==> src/rtl/gcl_pkg.sv <==
// Shared constants, types and functions of the graph component labeler
package gcl_pkg;

   localparam int MAX_NODES_DEF = 64;
   localparam int ID_W          = 6;
   localparam int ID_SLOTS      = 64;
   localparam int COMP_W        = 6;

   typedef struct packed {
      logic                any;
      logic [ID_SLOTS-1:0] onehot;
      logic [ID_W-1:0]     index;
   } pick_type;

   function automatic logic [ID_W-1:0] onehot_index(input logic [ID_SLOTS-1:0] oh);
      logic [ID_W-1:0] idx;
      idx = '0;
      for (int k = 0; k < ID_SLOTS; k++) begin
         if (oh[k]) begin
            idx = idx | ID_W'(k);
         end
      end
      return idx;
   endfunction

endpackage

==> src/rtl/gcl_pick.sv <==
// Frontier picker: isolates the lowest pending node of the walk frontier
module gcl_pick (
   input  logic [gcl_pkg::ID_SLOTS-1:0] frontier,
   output gcl_pkg::pick_type            pick
);

   logic [gcl_pkg::ID_SLOTS-1:0] lowest;

   // two's complement trick keeps only the lowest set bit
   assign lowest      = frontier & (~frontier + gcl_pkg::ID_SLOTS'(1));
   assign pick.any    = |frontier;
   assign pick.onehot = lowest;
   assign pick.index  = gcl_pkg::onehot_index(lowest);

endmodule

==> config.mk <==
export PLATFORM = sky130hd
export DESIGN_NAME = gcl_pick
export DESIGN_NICKNAME = d
export VERILOG_FILES = /design/src/rtl/gcl_pkg.sv /design/src/rtl/gcl_pick.sv
export SDC_FILE = /design/constraint.sdc
export NUM_CORES = 1
export LEC_CHECK = 0
export BUFFER_PORTS_ARGS = -buffer_cell sky130_fd_sc_hd__buf_2
export CAP_MARGIN = 25
export CORE_ASPECT_RATIO = 1.75
export CORE_MARGIN = 4
export CORE_UTILIZATION = 45
export DETAILED_ROUTE_END_ITERATION = 7
export GPL_ROUTABILITY_DRIVEN = 0
export PLACE_DENSITY = 0.88
export SLEW_MARGIN = 0
export SYNTH_ARGS = -nofsm -noshare
export SYNTH_HDL_FRONTEND = slang
export SYNTH_SLANG_ARGS = --single-unit
==> constraint.sdc <==
create_clock -name vclk -period 4.01
set_input_delay 0.401 -clock vclk [all_inputs]
set_output_delay 0.401 -clock vclk [all_outputs]
set_load 0.1 [all_outputs]
==> flow_summary.yaml <==
outcome:
  status: "finished clean"
global_routing:
  grt_pass1_vias: 3024
  grt-ovfl-total: 0
  grt_max_degree: 16
  grt_pass1_wl_um: 13050
  grt_usage_pct: 33.49
  antenna_found_initial: 0
synth:
  synth_compound_gate_area_share_pct: 13.04
  synthCells: 289
  syn_nets: 353
  syn-cell-area_sq_mm: 0.001727
  synth_mux_area_share_pct: 0
  synthAdderAreaFrac_pct: 0
  synth_warnings: 0
  avgSynthCellArea_sq_um: 5.975
  synth_simple_gate_area_share_pct: 80.36
  synthXorXnorAreaFrac_pct: 0
  synth_top_family_by_area: "simple AND/OR/NAND/NOR gates"
  yosysUniqueCellTypes: 49
  yosysSeqAreaShare_pct: 0
drt:
  vias_per_cell: 6.609
  avgRoutedWirePerCell_um: 18.13
  dr.first_iter.drc_count: 147
  drtAntennaViolNets: 0
  drc: 0
  routed_wl_um: 8521
  vias: 3106
  firstDrtPassIters: 5
clock_tree:
  cts_setup_buffers: 0
  cts_resized: 0
  hold_buffers: 0
sta:
  setup_viol: 0
  finalCriticalPeriod_ns: 3.506
  worst_pin_slew_ns: 0.5899
  fmax_ghz: 0.2852
  fin_ws_ns: 0.5040
  timing.final.crit_share_pct: 87.43
  drv_slew: 0
  relSlewSlack_pct: 60.34
  holdWs_ns: 1.245
  finalSetupTns_ns: 0
  hold_viol: 0
  rsz0062_at_grt: "no"
setup_path:
  startpoint: "frontier[13]"
  endpoint_kind: "primary output"
  cp.arrival_ns: 3.10
  crit_end: "pick[5]"
  path_max_fanout: 8
  crit_type: "primary input to primary output"
  worst_ep_required_time_ns: 3.61
  startpoint_type: "primary input"
cells_and_area:
  mostFrequentLayoutCell: "buf_2"
  area_growth_pct: 53.70
  drive_above_1_share_pct: 41.51
  final_cell_mix: "135 x buf_2, 42 x nor2_1, 24 x nor3_1"
  nets: 490
  final_cell_area_sq_mm: 0.002654
  multiInputGateArea_sq_mm: 0.001800
  post-route-util_pct: 72.41
  design.seq.count: 0
  clock_buffers: 0
  final_cells: 470
  diodes: 0
  fillCellCount: 342
  seq_area_sq_um: 0
power_and_ir_drop:
  p_leak_nw: 1.491
  total_power_mw: 0.1464
  irDropWorstVdd_uv: 65.08
  power_density_mw_per_mm2: 55.18
job:
  drv_cap: 0
placement:
  dp_slack_ns: 0.5548
  dp_hpwl_um: 7257
  placed_cells: 470
  portBuffers: 135
  postPlaceCellArea_sq_mm: 0.002654
die:
  die_h_um: 89.94
  pin_count: 135
  coreArea_sq_mm: 0.003665
  start_util_pct: 47.12
  dieArea_sq_mm: 0.004931
  num_rows: 29
  die_x_um: 54.83
worst_hold_path:
  holdCritPathClass: "primary input to primary output"
==> where the power goes <==
group	total, mW	switching, mW	internal (mW)
Combinational	0.146	0.100	0.0464
Clock	0	0	0
Sequential	0	0	0
==> final cells by class <==
class                           count  area share, %
Inverter                           20          2.829
Multi-Input combinational cell    263          67.85
Tap cell                           46          2.169
Timing Repair Buffer              141          27.16
==> cells by family after synthesis <==
kind of cell           after synthesis
buffers and inverters               26
AO/OA/AOI/OAI                       33
AND/OR/NAND/NOR                    230
==> metal layers <==
| layer | track usage (%) | wire length, um | vias to the layer above |
|---|---|---|---|
| li1 | - | - | 1393 |
| met4 | 20.17 | 552 | 0 |
| met5 | 0 | 0 | - |
| met2 | 60.57 | 4508 | 246 |
| met3 | 4.305 | 811 | 62 |
| met1 | 32.73 | 2649 | 1405 |
==> cells in the mapped netlist (8+ instances only) <==
master,number,area share (%)
nor4_1,19,6.9
nor3b_1,9,3.9
nand2_1,18,3.9
and3_1,21,7.6
nand4_1,13,4.7
nor3_1,31,9.0
a21oi_1,8,2.3
nor2_1,42,9.1
inv_1,20,4.3
nand3_1,22,6.4
==> how the worst min path moves through the flow <==
stage	startpoint	to	slack, ns	depth (start not counted)
after floorplan	frontier[28]	pick[59]	0.91	1
after global placement	frontier[0]	pick[6]	1.24	2
after detailed placement	frontier[0]	pick[6]	1.25	2
after CTS	frontier[0]	pick[6]	1.25	2
after global routing	frontier[0]	pick[6]	1.26	2
final	frontier[0]	pick[6]	1.24	2
==> critical path, cell delays in order <==
cell and delay, ns:
buf_2 0.14, or4_4 0.55, nor4_4 0.41, nand3_4 0.23, or4_1 0.60, nand3_1 0.14
nor4_1 0.07, nand4_1 0.10, buf_2 0.44
No activity file was read; power rests on OpenSTA's default activity.
